--- src/rtl/u16550_pkg.sv ---
// shared types, constants and field codes for the 16550 register block
// no dependencies; imported by every module of the block
`timescale 1ns / 1ps

package u16550_pkg;

  localparam int FIFO_DEPTH = 16;
  localparam int PTR_W      = (FIFO_DEPTH > 1) ? $clog2(FIFO_DEPTH) : 1;
  localparam int CNT_W      = $clog2(FIFO_DEPTH + 1);
  localparam int SUM_W      = CNT_W + 1;

  localparam int IN_W  = 32;
  localparam int OUT_W = 40;

  typedef enum logic [2:0] {
    OP_READ    = 3'd0,
    OP_WRITE   = 3'd1,
    OP_RX      = 3'd2,
    OP_MODEM   = 3'd3,
    OP_TIMEOUT = 3'd4
  } op_e;

  localparam logic [2:0] ADDR_RBR = 3'd0;
  localparam logic [2:0] ADDR_IER = 3'd1;
  localparam logic [2:0] ADDR_IIR = 3'd2;
  localparam logic [2:0] ADDR_LCR = 3'd3;
  localparam logic [2:0] ADDR_MCR = 3'd4;
  localparam logic [2:0] ADDR_LSR = 3'd5;
  localparam logic [2:0] ADDR_MSR = 3'd6;

  localparam logic [3:0] IID_NONE    = 4'h1;
  localparam logic [3:0] IID_LINE    = 4'h6;
  localparam logic [3:0] IID_TIMEOUT = 4'hC;
  localparam logic [3:0] IID_DATA    = 4'h4;
  localparam logic [3:0] IID_THRE    = 4'h2;
  localparam logic [3:0] IID_MODEM   = 4'h0;

  localparam logic [7:0] FCR_MASK    = 8'hC9;
  localparam logic [7:0] LSR_INT_ANY = 8'h1E;
  localparam logic [7:0] LSR_DR      = 8'h01;
  localparam logic [7:0] LSR_OE      = 8'h02;
  localparam logic [7:0] LSR_BI      = 8'h10;
  localparam logic [7:0] LSR_THRE    = 8'h20;
  localparam logic [7:0] LSR_TEMT    = 8'h40;

  typedef struct packed {
    logic [3:0] modem_lines;
    logic [7:0] rx_byte;
    logic [7:0] write_data;
    logic [2:0] address;
    logic [2:0] operation;
  } in_word_t;

  typedef struct packed {
    logic [15:0] divisor;
    logic        break_out;
    logic [3:0]  modem_out;
    logic [7:0]  tx_byte;
    logic        tx_valid;
    logic        interrupt;
    logic [7:0]  read_data;
  } out_word_t;

  typedef struct packed {
    logic       push;
    logic       pop;
    logic       clear;
    logic [7:0] wdata;
  } fifo_ctrl_t;

  typedef struct packed {
    logic [CNT_W-1:0] count;
    logic [7:0]       rdata;
  } fifo_stat_t;

endpackage

--- src/rtl/u16550_rx_fifo.sv ---
// receive fifo: flip-flop storage with head pointer and fill count
// depends on u16550_pkg
`timescale 1ns / 1ps

module u16550_rx_fifo (
  input  logic                   clk_i,
  input  logic                   rst_ni,
  input  u16550_pkg::fifo_ctrl_t ctrl_i,
  output u16550_pkg::fifo_stat_t stat_o
);
  import u16550_pkg::*;

  logic [7:0]       store_q [FIFO_DEPTH];
  logic [PTR_W-1:0] head_q, head_d;
  logic [CNT_W-1:0] count_q, count_d;
  logic [SUM_W-1:0] tail_sum;
  logic [PTR_W-1:0] tail;

  always_comb begin
    tail_sum = SUM_W'(head_q) + SUM_W'(count_q);
    if (tail_sum >= SUM_W'(FIFO_DEPTH)) begin
      tail_sum = tail_sum - SUM_W'(FIFO_DEPTH);
    end
    tail = tail_sum[PTR_W-1:0];
  end

  always_comb begin
    head_d  = head_q;
    count_d = count_q;
    if (ctrl_i.clear) begin
      head_d  = '0;
      count_d = '0;
    end else if (ctrl_i.pop) begin
      head_d  = (head_q == PTR_W'(FIFO_DEPTH - 1)) ? '0 : head_q + 1'b1;
      count_d = count_q - 1'b1;
    end else if (ctrl_i.push) begin
      count_d = count_q + 1'b1;
    end
  end

  always_ff @(posedge clk_i or negedge rst_ni) begin
    if (!rst_ni) begin
      head_q  <= '0;
      count_q <= '0;
    end else begin
      head_q  <= head_d;
      count_q <= count_d;
    end
  end

  always_ff @(posedge clk_i) begin
    if (ctrl_i.push && !ctrl_i.clear && !ctrl_i.pop) begin
      store_q[tail] <= ctrl_i.wdata;
    end
  end

  assign stat_o.count = count_q;
  assign stat_o.rdata = store_q[head_q];

endmodule

--- src/rtl/u16550_core.sv ---
// register file and interrupt logic; one word updates the state per cycle while step_i is high
// depends on u16550_pkg only; it talks to u16550_rx_fifo through the fifo structs
`timescale 1ns / 1ps

module u16550_core (
  input  logic                   clk_i,
  input  logic                   rst_ni,
  input  logic                   step_i,
  input  u16550_pkg::in_word_t   word_i,
  input  u16550_pkg::fifo_stat_t fifo_i,
  output u16550_pkg::fifo_ctrl_t fifo_o,
  output u16550_pkg::out_word_t  result_o
);
  import u16550_pkg::*;

  logic [7:0]  rbr_q, rbr_d;
  logic [3:0]  ier_q, ier_d;
  logic [7:0]  iir_q, iir_d;
  logic [7:0]  lcr_q, lcr_d;
  logic [4:0]  mcr_q, mcr_d;
  logic [7:0]  lsr_q, lsr_d;
  logic [7:0]  msr_q, msr_d;
  logic [7:0]  fcr_q, fcr_d;
  logic [3:0]  trig_q, trig_d;
  logic [15:0] dl_q, dl_d;
  logic [7:0]  scr_q, scr_d;
  logic        thre_q, thre_d;
  logic        tout_q, tout_d;

  logic             refresh, rx_en, txv;
  logic [7:0]       rx_val, rd, fv, lv;
  logic [3:0]       changed, delta, iid;
  logic [CNT_W-1:0] cnt_new;
  logic             dlab;

  always_comb begin
    rbr_d = rbr_q; ier_d = ier_q; iir_d = iir_q; lcr_d = lcr_q; mcr_d = mcr_q;
    lsr_d = lsr_q; msr_d = msr_q; fcr_d = fcr_q; trig_d = trig_q; dl_d = dl_q;
    scr_d = scr_q; thre_d = thre_q; tout_d = tout_q;
    refresh = 1'b0;
    rx_en   = 1'b0;
    rx_val  = word_i.rx_byte;
    txv     = 1'b0;
    rd      = '0;
    fv      = '0;
    lv      = '0;
    changed = '0;
    delta   = '0;
    fifo_o  = '0;
    fifo_o.wdata = rx_val;
    cnt_new = fifo_i.count;
    dlab    = lcr_q[7];

    if (step_i) begin
      unique case (word_i.operation)
        OP_READ: begin
          unique case (word_i.address)
            ADDR_RBR: begin
              if (dlab) begin
                rd = dl_q[7:0];
              end else if (fcr_q[0]) begin
                if (fifo_i.count != '0) begin
                  rd         = fifo_i.rdata;
                  fifo_o.pop = 1'b1;
                  cnt_new    = fifo_i.count - 1'b1;
                end
                if (cnt_new == '0) begin
                  lsr_d = lsr_d & ~(LSR_DR | LSR_BI);
                end
                tout_d  = 1'b0;
                refresh = 1'b1;
              end else begin
                rd      = rbr_q;
                lsr_d   = lsr_d & ~(LSR_DR | LSR_BI);
                refresh = 1'b1;
              end
            end
            ADDR_IER: rd = dlab ? dl_q[15:8] : {4'b0, ier_q};
            ADDR_IIR: begin
              rd = iir_q;
              if (iir_q[2:1] == 2'b01) begin
                thre_d  = 1'b0;
                refresh = 1'b1;
              end
            end
            ADDR_LCR: rd = lcr_q;
            ADDR_MCR: rd = {3'b0, mcr_q};
            ADDR_LSR: begin
              rd = lsr_q;
              if ((lsr_q & (LSR_BI | LSR_OE)) != '0) begin
                lsr_d   = lsr_q & ~(LSR_BI | LSR_OE);
                refresh = 1'b1;
              end
            end
            ADDR_MSR: begin
              if (mcr_q[4]) begin
                // loopback maps outputs onto the status inputs
                rd = {mcr_q[3], mcr_q[2], mcr_q[0], mcr_q[1], 4'b0};
              end else begin
                rd = msr_q;
                if (msr_q[3:0] != '0) begin
                  msr_d   = {msr_q[7:4], 4'b0};
                  refresh = 1'b1;
                end
              end
            end
            default: rd = scr_q;
          endcase
        end
        OP_WRITE: begin
          unique case (word_i.address)
            ADDR_RBR: begin
              if (dlab) begin
                dl_d[7:0] = word_i.write_data;
              end else begin
                lsr_d   = lsr_d | LSR_THRE | LSR_TEMT;
                thre_d  = 1'b1;
                refresh = 1'b1;
                if (mcr_q[4]) begin
                  rx_en  = 1'b1;
                  rx_val = word_i.write_data;
                end else begin
                  txv = 1'b1;
                end
              end
            end
            ADDR_IER: begin
              if (dlab) begin
                dl_d[15:8] = word_i.write_data;
              end else begin
                changed = ier_q ^ word_i.write_data[3:0];
                ier_d   = word_i.write_data[3:0];
                if (changed[1]) begin
                  thre_d = ier_d[1] && lsr_q[5];
                end
                refresh = (changed != '0);
              end
            end
            ADDR_IIR: begin
              fv = word_i.write_data;
              if (fv[0] != fcr_q[0]) begin
                fv = fv | 8'h06;
              end
              if (fv[1]) begin
                lsr_d        = lsr_d & ~(LSR_DR | LSR_BI);
                tout_d       = 1'b0;
                fifo_o.clear = 1'b1;
                cnt_new      = '0;
              end
              if (fv[2]) begin
                lsr_d  = lsr_d | LSR_THRE;
                thre_d = 1'b1;
              end
              fcr_d = fv & FCR_MASK;
              if (fcr_d[0]) begin
                iir_d[7:6] = 2'b11;
                unique case (fcr_d[7:6])
                  2'b00:   trig_d = 4'd1;
                  2'b01:   trig_d = 4'd4;
                  2'b10:   trig_d = 4'd8;
                  default: trig_d = 4'd14;
                endcase
              end else begin
                iir_d[7:6] = 2'b00;
              end
              refresh = 1'b1;
            end
            ADDR_LCR: lcr_d = word_i.write_data;
            ADDR_MCR: mcr_d = word_i.write_data[4:0];
            ADDR_LSR, ADDR_MSR: ;
            default:  scr_d = word_i.write_data;
          endcase
        end
        OP_RX: rx_en = 1'b1;
        OP_MODEM: begin
          lv    = {word_i.modem_lines[2], word_i.modem_lines[3],
                   word_i.modem_lines[1], word_i.modem_lines[0], 4'b0};
          delta = msr_q[7:4] ^ lv[7:4];
          // ring indicator delta only on a falling edge
          if (!(msr_q[6] && !lv[6])) begin
            delta[2] = 1'b0;
          end
          msr_d   = {lv[7:4], msr_q[3:0] | delta};
          refresh = (msr_d != msr_q);
        end
        OP_TIMEOUT: begin
          if (fifo_i.count != '0) begin
            tout_d  = 1'b1;
            refresh = 1'b1;
          end
        end
        default: ;
      endcase

      if (rx_en) begin
        fifo_o.wdata = rx_val;
        if (fcr_q[0]) begin
          if (32'(fifo_i.count) < FIFO_DEPTH) begin
            fifo_o.push = 1'b1;
            cnt_new     = fifo_i.count + 1'b1;
          end else begin
            lsr_d = lsr_d | LSR_OE;
          end
        end else begin
          if (lsr_d[0]) begin
            lsr_d = lsr_d | LSR_OE;
          end
          rbr_d = rx_val;
        end
        lsr_d   = lsr_d | LSR_DR;
        refresh = 1'b1;
      end
    end

    // interrupt priority on the updated state
    if (ier_d[2] && ((lsr_d & LSR_INT_ANY) != '0)) begin
      iid = IID_LINE;
    end else if (ier_d[0] && tout_d) begin
      iid = IID_TIMEOUT;
    end else if (ier_d[0] && lsr_d[0] &&
                 (!fcr_d[0] || 32'(cnt_new) >= 32'(trig_d))) begin
      iid = IID_DATA;
    end else if (ier_d[1] && thre_d) begin
      iid = IID_THRE;
    end else if (ier_d[3] && (msr_d[3:0] != '0)) begin
      iid = IID_MODEM;
    end else begin
      iid = IID_NONE;
    end
    if (refresh) begin
      iir_d[3:0] = iid;
    end

    result_o.read_data = rd;
    result_o.interrupt = !iir_d[0];
    result_o.tx_valid  = txv;
    result_o.tx_byte   = txv ? word_i.write_data : 8'h00;
    result_o.modem_out = mcr_d[4] ? 4'h0 : mcr_d[3:0];
    result_o.break_out = lcr_d[6];
    result_o.divisor   = dl_d;
  end

  always_ff @(posedge clk_i or negedge rst_ni) begin
    if (!rst_ni) begin
      rbr_q <= '0; ier_q <= '0; iir_q <= 8'h01; lcr_q <= '0; mcr_q <= 5'h08;
      lsr_q <= 8'h60; msr_q <= 8'hB0; fcr_q <= '0; trig_q <= 4'd1;
      dl_q <= 16'd12; scr_q <= '0; thre_q <= 1'b0; tout_q <= 1'b0;
    end else begin
      rbr_q <= rbr_d; ier_q <= ier_d; iir_q <= iir_d; lcr_q <= lcr_d;
      mcr_q <= mcr_d; lsr_q <= lsr_d; msr_q <= msr_d; fcr_q <= fcr_d;
      trig_q <= trig_d; dl_q <= dl_d; scr_q <= scr_d; thre_q <= thre_d;
      tout_q <= tout_d;
    end
  end

  a_fcr_mask: assert property (@(posedge clk_i) disable iff (!rst_ni)
    (fcr_q & ~FCR_MASK) == '0) else $error("fcr holds unused bits");
  a_iir_fifo: assert property (@(posedge clk_i) disable iff (!rst_ni)
    iir_q[7:6] == {fcr_q[0], fcr_q[0]}) else $error("iir fifo bits disagree");
  a_fill: assert property (@(posedge clk_i) disable iff (!rst_ni)
    32'(fifo_i.count) <= FIFO_DEPTH) else $error("rx fill count past depth");
  a_thr_tx: assert property (@(posedge clk_i) disable iff (!rst_ni)
    result_o.tx_valid |-> !mcr_q[4]) else $error("tx byte sent in loopback");

endmodule

--- src/rtl/uart_16550_register_block.sv ---
// 16550a register block top level: input stage, core, rx fifo, result stage
// depends on u16550_pkg, u16550_rx_fifo and u16550_core
// a word passes the input stage and then the result stage before it is seen on the master side
// throughput: one word per cycle while the master side takes results, the state update is a single pass per word
// while a result waits to be taken, the input stage takes a new word only if it holds none
// reset: asynchronous active low, core registers return to their 16550 values; payload registers are not reset
`timescale 1ns / 1ps

module uart_16550_register_block (
  input  logic                          clk_i,
  input  logic                          rst_ni,
  input  logic                          s_axis_tvalid,
  output logic                          s_axis_tready,
  // operation, address, write_data, rx_byte, modem_lines, zero pad
  input  logic [u16550_pkg::IN_W-1:0]   s_axis_tdata,
  output logic                          m_axis_tvalid,
  input  logic                          m_axis_tready,
  // read_data, interrupt, tx_valid, tx_byte, modem_out, break_out, divisor
  output logic [u16550_pkg::OUT_W-1:0]  m_axis_tdata
);
  import u16550_pkg::*;

  // input stage holds one word until the core can take it
  logic       in_valid_q;
  in_word_t   in_word_q;
  // result stage
  logic       out_valid_q;
  out_word_t  out_word_q;

  logic       advance;
  fifo_ctrl_t fifo_ctrl;
  fifo_stat_t fifo_stat;
  out_word_t  result;

  // the core steps whenever a word is held and the result stage is free or being drained
  assign advance       = in_valid_q && (!out_valid_q || m_axis_tready);
  assign s_axis_tready = !in_valid_q || advance;

  always_ff @(posedge clk_i or negedge rst_ni) begin
    if (!rst_ni) begin
      in_valid_q  <= 1'b0;
      out_valid_q <= 1'b0;
    end else begin
      if (s_axis_tready) begin
        in_valid_q <= s_axis_tvalid;
      end
      if (advance) begin
        out_valid_q <= 1'b1;
      end else if (m_axis_tready) begin
        out_valid_q <= 1'b0;
      end
    end
  end

  // payload registers carry no reset
  always_ff @(posedge clk_i) begin
    if (s_axis_tready && s_axis_tvalid) begin
      in_word_q <= in_word_t'(s_axis_tdata[$bits(in_word_t)-1:0]);
    end
    if (advance) begin
      out_word_q <= result;
    end
  end

  u16550_core u_core (
    .clk_i    (clk_i),
    .rst_ni   (rst_ni),
    .step_i   (advance),
    .word_i   (in_word_q),
    .fifo_i   (fifo_stat),
    .fifo_o   (fifo_ctrl),
    .result_o (result)
  );

  u16550_rx_fifo u_rx_fifo (
    .clk_i  (clk_i),
    .rst_ni (rst_ni),
    .ctrl_i (fifo_ctrl),
    .stat_o (fifo_stat)
  );

  assign m_axis_tvalid = out_valid_q;
  assign m_axis_tdata  = {(OUT_W - $bits(out_word_t))'(0), out_word_q};

endmodule
--- config.mk ---
export PLATFORM = sky130hd
export DESIGN_NAME = uart_16550_register_block
export DESIGN_NICKNAME = d
export VERILOG_FILES = /design/src/rtl/u16550_pkg.sv /design/src/rtl/u16550_rx_fifo.sv /design/src/rtl/u16550_core.sv /design/src/rtl/uart_16550_register_block.sv
export SDC_FILE = /design/constraint.sdc
export NUM_CORES = 1
export LEC_CHECK = 0
export BUFFER_PORTS_ARGS = -buffer_cell sky130_fd_sc_hd__buf_2
export CAP_MARGIN = 20
export CELL_PAD_IN_SITES_DETAIL_PLACEMENT = 0
export CELL_PAD_IN_SITES_GLOBAL_PLACEMENT = 2
export CORE_MARGIN = 2
export CORE_UTILIZATION = 45
export CTS_BUF_LIST = sky130_fd_sc_hd__clkbuf_8
export DETAILED_ROUTE_END_ITERATION = 10
export GPL_ROUTABILITY_DRIVEN = 1
export PLACE_DENSITY = 0.81
export SYNTH_ARGS = -nofsm -noshare
export SYNTH_HDL_FRONTEND = slang
export SYNTH_SLANG_ARGS = --single-unit
--- constraint.sdc ---
create_clock -name clk_i -period 8.2 [get_ports clk_i]
set_clock_uncertainty 0.1 [all_clocks]
set_input_delay 0 -clock clk_i [delete_from_list [all_inputs] [get_ports clk_i]]
set_output_delay 0 -clock clk_i [all_outputs]
set_load 0.02 [all_outputs]
# After elaboration in Yosys (flattened, before gate mapping)
# Memory sizes are Yosys's and may differ from the RTL's.
# Cells that the tools add are included.
# totals
reg_bits	154
out_inout_bits	42
n_memories	1
ram_bits	128
# op_classes
reduce_logical	41
order_cmp	3
n_eq_ne	16
add_sub_neg	5
bitwise	6
mux	147
# memory_table
name	words	word_bits	read_ports	rd_clocked_by_memory_dff	write_ports	line_no	rtl
u_rx_fifo.store_q	16	8	1	0	1	u16550_rx_fifo.sv:13	logic [7:0] store_q [FIFO_DEPTH];
# op_table
cell	n
two-way mux 8 bit	20
two-way mux 5 bit	27
two-way mux 4 bit	18
one-hot mux 8 bit (7 select lines)	1
two-way mux 1 bit	54
two-way mux 16 bit	2
two-way mux 7 bit	4
one-hot mux 7 bit (2 select lines)	2
one-hot mux 5 bit (2 select lines)	2
one-hot mux 8 bit (2 select lines)	1
nonzero test 8 bit	2
AND reduction 3 bit	5
equality test 3 x 2 -> 1 bit (second input constant)	4
equality test 3 bit (second input constant)	4
logical AND 1 bit	12
one-hot mux 4 bit (3 select lines)	1
nonzero test 4 bit	3
two-way mux 11 bit	1
two-way mux 2 bit	5
one-hot mux 1 bit (3 select lines)	3
!= test 8 bit	1
one-hot mux 1 bit (4 select lines)	2
XOR 4 bit	2
logical NOT 1 bit	7
other kinds (26)	35

# Depth between registers and ports, before layout
# Gate-level depths: netlist of the first run.
# logic_depth
word_depth	25
ltp_mapped	17

# Hierarchy
# From an unflattened synthesis of the first run, not the netlist that was laid out.
# unflattened
cells_unflattened	935
hier_area_um2	12614.6
# by_module_without_submodules
module	area_per_inst_um2	cells_each	seq_area_each_um2	n_inst
u16550_rx_fifo	5718.0	328	4068.9	1
u16550_core	4829.6	532	1864.3	1
uart_16550_register_block	2067.0	75	2001.9	1

# Worst setup path after synthesis of the first run
# No wires, ideal clock.
# synth_path
kind	register to register
from	reg u_rx_fifo.count_q[1]
to	reg out_word_q, in the netlist m_axis_tdata[8] (data pin)
path_stages_with_launch	16
slack_ps	4636
path_buffers	0
period_less_slack_ps	3564
arrival_time_ps	3203
setup_ps	261
cell_sequence	dfrtp_1 -> inv_1 -> ha_1 -> nor4b_1 -> nor2_1 -> a311oi_1 -> nand3_1 -> a21oi_1 -> a21oi_1 -> ha_1 -> o21ai_0 -> a21oi_1 -> nor2_1 -> nand4b_4 -> and2_4 -> o32a_1
# synth_rtl
element	line_no	rtl
from (decl)	u16550_rx_fifo.sv:15	logic [CNT_W-1:0] count_q, count_d;
from (signal assigned)	u16550_rx_fifo.sv:47	count_q <= count_d;
to (signal assigned)	uart_16550_register_block.sv:61	out_word_q <= result;
to (decl)	uart_16550_register_block.sv:28	out_word_t out_word_q;

==> results.yml, run 1 <==
setup_path:
  rrSetupSlack_ns: 3.54
  max_stage_delay_ns: 0.69
  worstReg2RegStart: "in_word_q[5]"
  cpMostUsedCell: "a21oi_1"
  rr_endpoint: "m_axis_tdata[8]"
  cp_max_fo: 37
  worstPathCellList: "buf_4, nor4_2, nand4_1, a21oi_1, a311oi_1, nand3_1, a21oi_1, a21oi_1, ha_1, o21ai_0, a21oi_1, nor2_1, nand4b_4, and2_4, o32a_1"
  cp-start-kind: "flop"
  cp_slowest_cell: "nand4_1"
  reg2regPathDepth: 15
  crit_type: "flop to flop"
  cp.required_ns: 8.40
  crit_path_end_kind: "flop"
  crit_start: "in_word_q[5]"
  arrival_ns: 4.87
  crit_end: "m_axis_tdata[8]"
outcome:
  status: "complete, no violations"
floorplan:
  die_area_um2: 28600
  die_height_um: 169
  io-pin-count: 78
  die_w_um: 169
  coreArea_um2: 26900
  start_util_pct: 45.6
  placementRows: 60
finish:
  final_layout_size_suffix_gt1_share_pct: 27.9
  syn_to_final_growth_pct: 15.9
  ff_latch_area_um2: 7940
  layout_common_cells: "193 x edfxtp_1, 76 x nand2_1, 74 x dfrtp_1, 70 x buf_2, 53 x mux2_2"
  final_common_cell: "edfxtp_1"
  antennaDiodeCount: 0
  utilization_pct: 52.9
  nets: 1011
  multi_input_area_um2: 4040
  nFillCells: 2336
routing:
  vias: 7432
  viasPerCell: 5.54
  drc: 0
  wl_per_cell_um: 21.2
  final_antenna_net_count: 0
  totalWireLength_um: 28400
  drt-pass1-iter-count: 5
  dr.first_iter.drc_count: 563
synthesis:
  synth_cell_types: 87
  syn_area_um2: 12300
  syn-instance-count: 842
  ys_ff_latch: 278
  synthArstFlopShare_pct: 30.6
  synth.yosys.seq_area_share_pct: 64.7
  synth_nets: 890
  synth_edf_count: 193
  avgSynthCellArea_um2: 14.6
  synth-main-ff-cell: "edfxtp_1"
  synth_warnings: 0
grt:
  grt_max_degree: 65
  antenna_found_initial: 0
  grt_pass1_vias: 7599
  grt_pass1_wl_um: 44700
  overflow: 0
  grt.total_usage_pct: 20.5
placed_design:
  dpl.hpwl_um: 19500
  portBuffers: 70
  globalplace.congestion: 0.809
sta:
  rsz0062_at_grt: "false"
  max_freq_mhz: 214
  setup_viol: 0
  fin_crit_ns: 4.66
  hold_viol: 0
  worstMarginPinSlew_ns: 0.988
  slew_headroom_pct: 33.8
  drv_slew: 0
  fin_tns_setup_ns: 0
  finalCritPeriodShare_pct: 56.9
power:
  peakVddDrop_v: 0.000207
  swShare_pct: 25.7
  p_leak_uw: 0.00542
  power_frac_clock_pct: 38.0
  p_int_uw: 2420
  power_frac_seq_pct: 51.8
  comb_power_share_pct: 10.2
  switchingPower_uw: 840
  power.density_nw_per_um2: 229
run:
  maxCapViolCount: 0
clock_tree:
  cts_tree: "built"
  clk_path_buf_depth: 3
  worstSkewPairLatency_ns: 0.56
  htree_levels: 2
  numClockSinks: 278
  cts_resized: 0
  cts-root-buf: "clkbuf_8"
  clk_pin_slew_worst_paths_ns: 0.06
  cts_buffers: 46
hold_path:
  hold_path_class: "input pin to flop"
==> synthesized netlist by cell type, types with 11 or more instances <==
master	instances	share of area [%]
nand2_1	76	2.3
nor2b_1	12	0.61
mux4_2	40	7.3
clkbuf_1	20	0.61
mux2i_1	12	0.98
ha_1	11	1.1
nor2_1	51	1.6
edfxtp_1	193	47
a21oi_1	34	1.4
mux2_2	53	4.9
dfrtp_1	75	15
inv_1	20	0.61
nand3_1	19	0.78
buf_2	14	0.57
o21ai_0	41	1.7
xor2_1	12	0.86
==> how the worst min path moves through the flow <==
stage | from | end | cells after the start
detailed placement | rst_ni | m_axis_tvalid | 1
global placement | rst_ni | u_core.iir_q[2] | 1
global route | s_axis_tdata[24] | in_word_q[24] | 2
finish | s_axis_tdata[24] | in_word_q[24] | 2
CTS | s_axis_tdata[25] | in_word_q[25] | 2
floorplan | rst_ni | in_valid_q | 0
==> cell type report <==
type / instances / area share, %
sequential: 278 / 55.8
multi-input combinational: 501 / 28.5
timing repair buffer: 116 / 5.46
clock buffer: 52 / 5.04
tap: 341 / 3.00
clock inverter: 34 / 1.69
inverter: 20 / 0.528
==> worst max-delay path, delay by kind of cell, from the launching register on <==
family	cells	cell delay, ns
compound gates	7	1.47
fa+ha+maj	1	0.25
buf+inv	1	0.26
flops	1	0.35
simple gates	6	1.95
==> stage by stage <==
step / hold WS [ns] / cell area [um2] / power (uW) / setup slack, ns / instances
finish: 0.0529 / 14200 / 3260 / 3.54 / 1342
global route: 0.0429 / 14200 / 3400 / 3.12 / 1342
CTS: 0.0251 / 14200 / 3290 / 3.56 / 1341
detailed placement: -0.182 / 12900 / 2040 / 3.60 / 1223
global placement: -0.183 / 12900 / 2030 / 3.55 / 1223
floorplan: -0.396 / 12300 / 1910 / 4.64 / 842
==> sequential cells by signal (all words and copies together) (netlist names), 4 cells and up, named ones only <==
| name | flops |
|---|---|
| m_axis_tdata | 39 |
| u_core.rbr_q | 8 |
| u_core.iir_q | 4 |
| u_rx_fifo.store_q | 128 |
| u_rx_fifo.count_q | 5 |
| u_core.lcr_q | 8 |
| u_core.scr_q | 8 |
| u_core.dl_q | 16 |
| u_core.ier_q | 4 |
| u_core.msr_q | 8 |
| in_word_q | 26 |
| u_core.mcr_q | 5 |
| u_rx_fifo.head_q | 4 |
| u_core.trig_q | 4 |
| u_core.lsr_q | 5 |
==> cell families (layout without fill, tap and decap cells) <==
group / count (synthesis) / count (layout) / share of synthesized area, %
mux: 105 / 105 / 13.2
xor+xnor: 17 / 17 / 1.21
fa+ha+maj: 12 / 12 / 1.29
simple gates: 223 / 223 / 9.49
compound gates: 143 / 143 / 7.76
buf+inv: 63 / 222 / 2.32
other cells: 1 / 1 / 0.0306
flops: 278 / 278 / 64.7
==> routing by layer <==
| layer | track usage [%] | up-vias | part of all wire, % |
|---|---|---|---|
| li1 | - | 3467 | - |
| met1 | 27.8 | 3740 | 45 |
| met2 | 34.4 | 174 | 49 |
| met3 | 2.90 | 51 | 3.5 |
| met4 | 6.80 | 0 | 2.7 |
| met5 | 0 | - | 0 |
==> power by group through the flow <==
stage,clock network (uW),registers [uW],logic (uW)
after floorplan,0,1690,221
after global placement,0,1720,319
after detailed placement,0,1720,322
after CTS,1270,1690,336
after global routing,1330,1700,373
final,1240,1690,334
==> timing repair <==
| item | 4_1_cts | 5_1_grt |
|---|---|---|
| setup buffers | 0 | 0 |
| hold buffers | 32 | 0 |
| hold endpoints to repair | 108 | 0 |
No activity file was read; power rests on OpenSTA's default activity.
==> run 2, diff against run 1 <==
--- a/config.mk
+++ b/config.mk
@@ -5,16 +5,17 @@
 export SDC_FILE = /design/constraint.sdc
 export NUM_CORES = 1
 export LEC_CHECK = 0
+export ABC_AREA = 1
 export BUFFER_PORTS_ARGS = -buffer_cell sky130_fd_sc_hd__buf_2
 export CAP_MARGIN = 20
 export CELL_PAD_IN_SITES_DETAIL_PLACEMENT = 0
 export CELL_PAD_IN_SITES_GLOBAL_PLACEMENT = 2
 export CORE_MARGIN = 2
-export CORE_UTILIZATION = 45
+export CORE_UTILIZATION = 42
 export CTS_BUF_LIST = sky130_fd_sc_hd__clkbuf_8
 export DETAILED_ROUTE_END_ITERATION = 10
 export GPL_ROUTABILITY_DRIVEN = 1
-export PLACE_DENSITY = 0.81
+export PLACE_DENSITY = 0.82
 export SYNTH_ARGS = -nofsm -noshare
 export SYNTH_HDL_FRONTEND = slang
 export SYNTH_SLANG_ARGS = --single-unit
==> constraint.sdc (replaced) <==
create_clock -name clk_i -period 4.45 [get_ports clk_i]
set_clock_uncertainty 0.1 [all_clocks]
set_input_delay 0 -clock clk_i [delete_from_list [all_inputs] [get_ports clk_i]]
set_output_delay 0 -clock clk_i [all_outputs]
set_load 0.02 [all_outputs]
==> run 2 against run 1 <==
Against the previous run:
- die area is 7.1% higher
- synthesized area is 0.14% higher
- critical path depth is 12 higher
- largest power group unchanged
- highest routed layer unchanged
- setup slack worse by 3.0 ns
- combinational power grew to 4.3 times the previous value
- maximum frequency is 19% higher
- wire length is 14% higher
- non-clock buffer count is 3 higher
- clock power is 81% higher
- synthesized cell count is 36% higher
==> results.yml, run 2 <==
outcome:
  status: "complete, no violations"
floorplan:
  io-pin-count: 78
  placementRows: 62
  die_height_um: 175
  die_w_um: 175
  die_area_um2: 30600
  start_util_pct: 42.7
  coreArea_um2: 28800
placed_design:
  globalplace.congestion: 0.897
  dpl.hpwl_um: 21900
  portBuffers: 70
grt:
  grt_max_degree: 68
  grt.total_usage_pct: 21.7
  overflow: 0
  grt_pass1_wl_um: 50400
  grt_pass1_vias: 8574
  antenna_found_initial: 0
finish:
  nFillCells: 2649
  largest_reg_flops: 128
  antennaDiodeCount: 0
  syn_to_final_growth_pct: 16.8
  top_register: "u_rx_fifo.store_q"
  layout_common_cells: "251 x nand2_1, 193 x edfxtp_1, 122 x nor2_1, 113 x inv_1, 111 x o21ai_0"
  final_common_cell: "nand2_1"
  utilization_pct: 49.9
  final_layout_size_suffix_gt1_share_pct: 16.0
  nets: 1329
setup_path:
  reg2regPathDepth: 27
  cp.required_ns: 4.67
  cp-start-kind: "flop"
  crit_type: "flop to flop"
  arrival_ns: 4.13
  crit_path_end_kind: "flop"
  cp_max_fo: 12
sta:
  fin_tns_setup_ns: 0
  hold_viol: 0
  slew_headroom_pct: 24.6
  drv_slew: 0
  hold_slack_ns: 0.0388
  setup_viol: 0
  fin_crit_ns: 3.91
  rsz0062_at_grt: "false"
  max_freq_mhz: 255
  finalCritPeriodShare_pct: 88.0
  worstMarginPinSlew_ns: 1.10
power:
  power.density_nw_per_um2: 485
  p_leak_uw: 0.00595
  peakVddDrop_v: 0.000246
  finalPower_uw: 6960
clock_tree:
  clk_path_buf_depth: 3
  worstSkewPairLatency_ns: 0.57
  htree_levels: 2
  clk_pin_slew_worst_paths_ns: 0.06
  cts_setup_buffers: 0
  cts-root-buf: "clkbuf_8"
  cts_buffers: 47
  cts_resized: 0
  cts_tree: "built"
  numClockSinks: 278
run:
  maxCapViolCount: 0
routing:
  dr.first_iter.drc_count: 797
  viasPerCell: 5.18
  wl_per_cell_um: 19.0
  final_antenna_net_count: 0
  totalWireLength_um: 32400
  vias: 8814
  drt-pass1-iter-count: 5
  drc: 0
hold_path:
  hold_depth: 2
  hold_path_class: "input pin to flop"
synthesis:
  synthArstFlopShare_pct: 30.6
  synth_top_area_share_pct: 47.2
  avgSynthCellArea_um2: 10.7
  synth_nets: 1197
  synth_area_leaders: "edfxtp_1 47%, dfrtp_1 15%, nand2_1 7.7%"
  synth.most_common_cell: "nand2_1"
  syn_area_um2: 12300
  synth.yosys.seq_area_share_pct: 64.6
  synth_top_area_cell: "edfxtp_1"
  synth-main-ff-cell: "edfxtp_1"
  syn-instance-count: 1149
  synth_common_cells: "251 x nand2_1, 193 x edfxtp_1, 122 x nor2_1"
  synth_edf_count: 193
  synth_cell_types: 55
  ys_ff_latch: 278
  synth_warnings: 0
==> run 2: changes by cell type after synthesis, moves of 13 or more <==
cell / before / now
nand3_1: 19 / 46
inv_1: 20 / 95
mux4_2: 40 / 0
o21ai_0: 41 / 111
mux2_2: 53 / 4
nand2_1: 76 / 251
nor2_1: 51 / 122
inv_2: 0 / 13
o32ai_1: 2 / 18
==> run 2: layer usage <==
layer / global-route usage, % / vias up / part of all wire [%]
met1: 32.3 / 4264 / 47
met2: 33.7 / 260 / 45
met3: 3.20 / 47 / 5.3
li1: - / 4243 / -
met5: 0 / - / 0
met4: 5.49 / 0 / 1.9
==> run 2: final timing paths <==
check                                startpoint         endpoint  slack, ns
hold / removal                 s_axis_tdata[23]    in_word_q[23]       0.04
max in group asynchronous                rst_ni   u_core.dl_q[3]       3.27
min in group asynchronous                rst_ni        async pin       0.48
setup / recovery           u_rx_fifo.count_q[1]  m_axis_tdata[8]       0.54
setup reg to reg           u_rx_fifo.count_q[1]  m_axis_tdata[8]       0.54
hold reg to reg                 u_core.scr_q[1]  u_core.scr_q[1]       0.38
==> run 2: where the power goes <==
group	switching, uW	internal [uW]
Sequential	186	3090
Combinational	981	450
Clock	1020	1230
Total	2190	4770
==> run 2: worst max-delay path, cell delays in order, from the launching register on <==
cell and delay [ns]:
dfrtp_1 0.48, inv_1 0.14, ha_1 0.22, nand3_1 0.21, inv_1 0.14, nor2_2 0.05, nand2_1 0.33, nand2_1 0.13
nor2_1 0.18, inv_1 0.14, o22ai_1 0.16, ha_1 0.27, nand2_1 0.06, inv_1 0.03, nand2_1 0.04, nand3_1 0.06
nand2_1 0.06, nand2_1 0.06, a21oi_2 0.10, nand2_1 0.05, nor2_1 0.14, nor2_1 0.07, nand2_2 0.08, nand2_1 0.06
nor2_2 0.10, nand2_1 0.07, nand2_1 0.06, nand2_1 0.06
==> run 2: cells by family after synthesis <==
| group | Yosys count | share of synthesized area (%) |
|---|---|---|
| DFF | 278 | 64.6 |
| adders and majority gates | 12 | 1.28 |
| xor gates and xnor gates | 14 | 0.998 |
| and+or+nand+nor | 470 | 16.6 |
| muxes | 17 | 1.43 |
| buffers and inverters | 146 | 4.66 |
| AOI/OAI and AO/OA | 211 | 10.4 |
| other | 1 | 0.0305 |
==> run 2: final cells by class <==
type,count,area (um2),share of cell area [%]
Tap cell,384,480,3.35
Multi-Input combinational cell,725,3770,26.3
Inverter,110,414,2.89
Timing Repair Buffer,119,821,5.72
Sequential cell,278,7940,55.3
Clock buffer,51,702,4.89
Clock inverter,34,220,1.53
==> run 2: metrics by stage <==
stage          area, um2  cells  setup WS, ns
6_report           14300   1701         0.535
5_1_grt            14300   1701        0.0408
4_1_cts            14300   1701         0.540
3_3_place_gp       13100   1583         0.659
2_1_floorplan      12300   1149          1.09
3_5_place_dp       13100   1583         0.570
==> run 2: repair_timing <==
item / 4_1_cts / 5_1_grt
setup endpoints to repair: 0 / 0
endpoints found under the hold margin: 88 / 0
hold buffers: 33 / 0
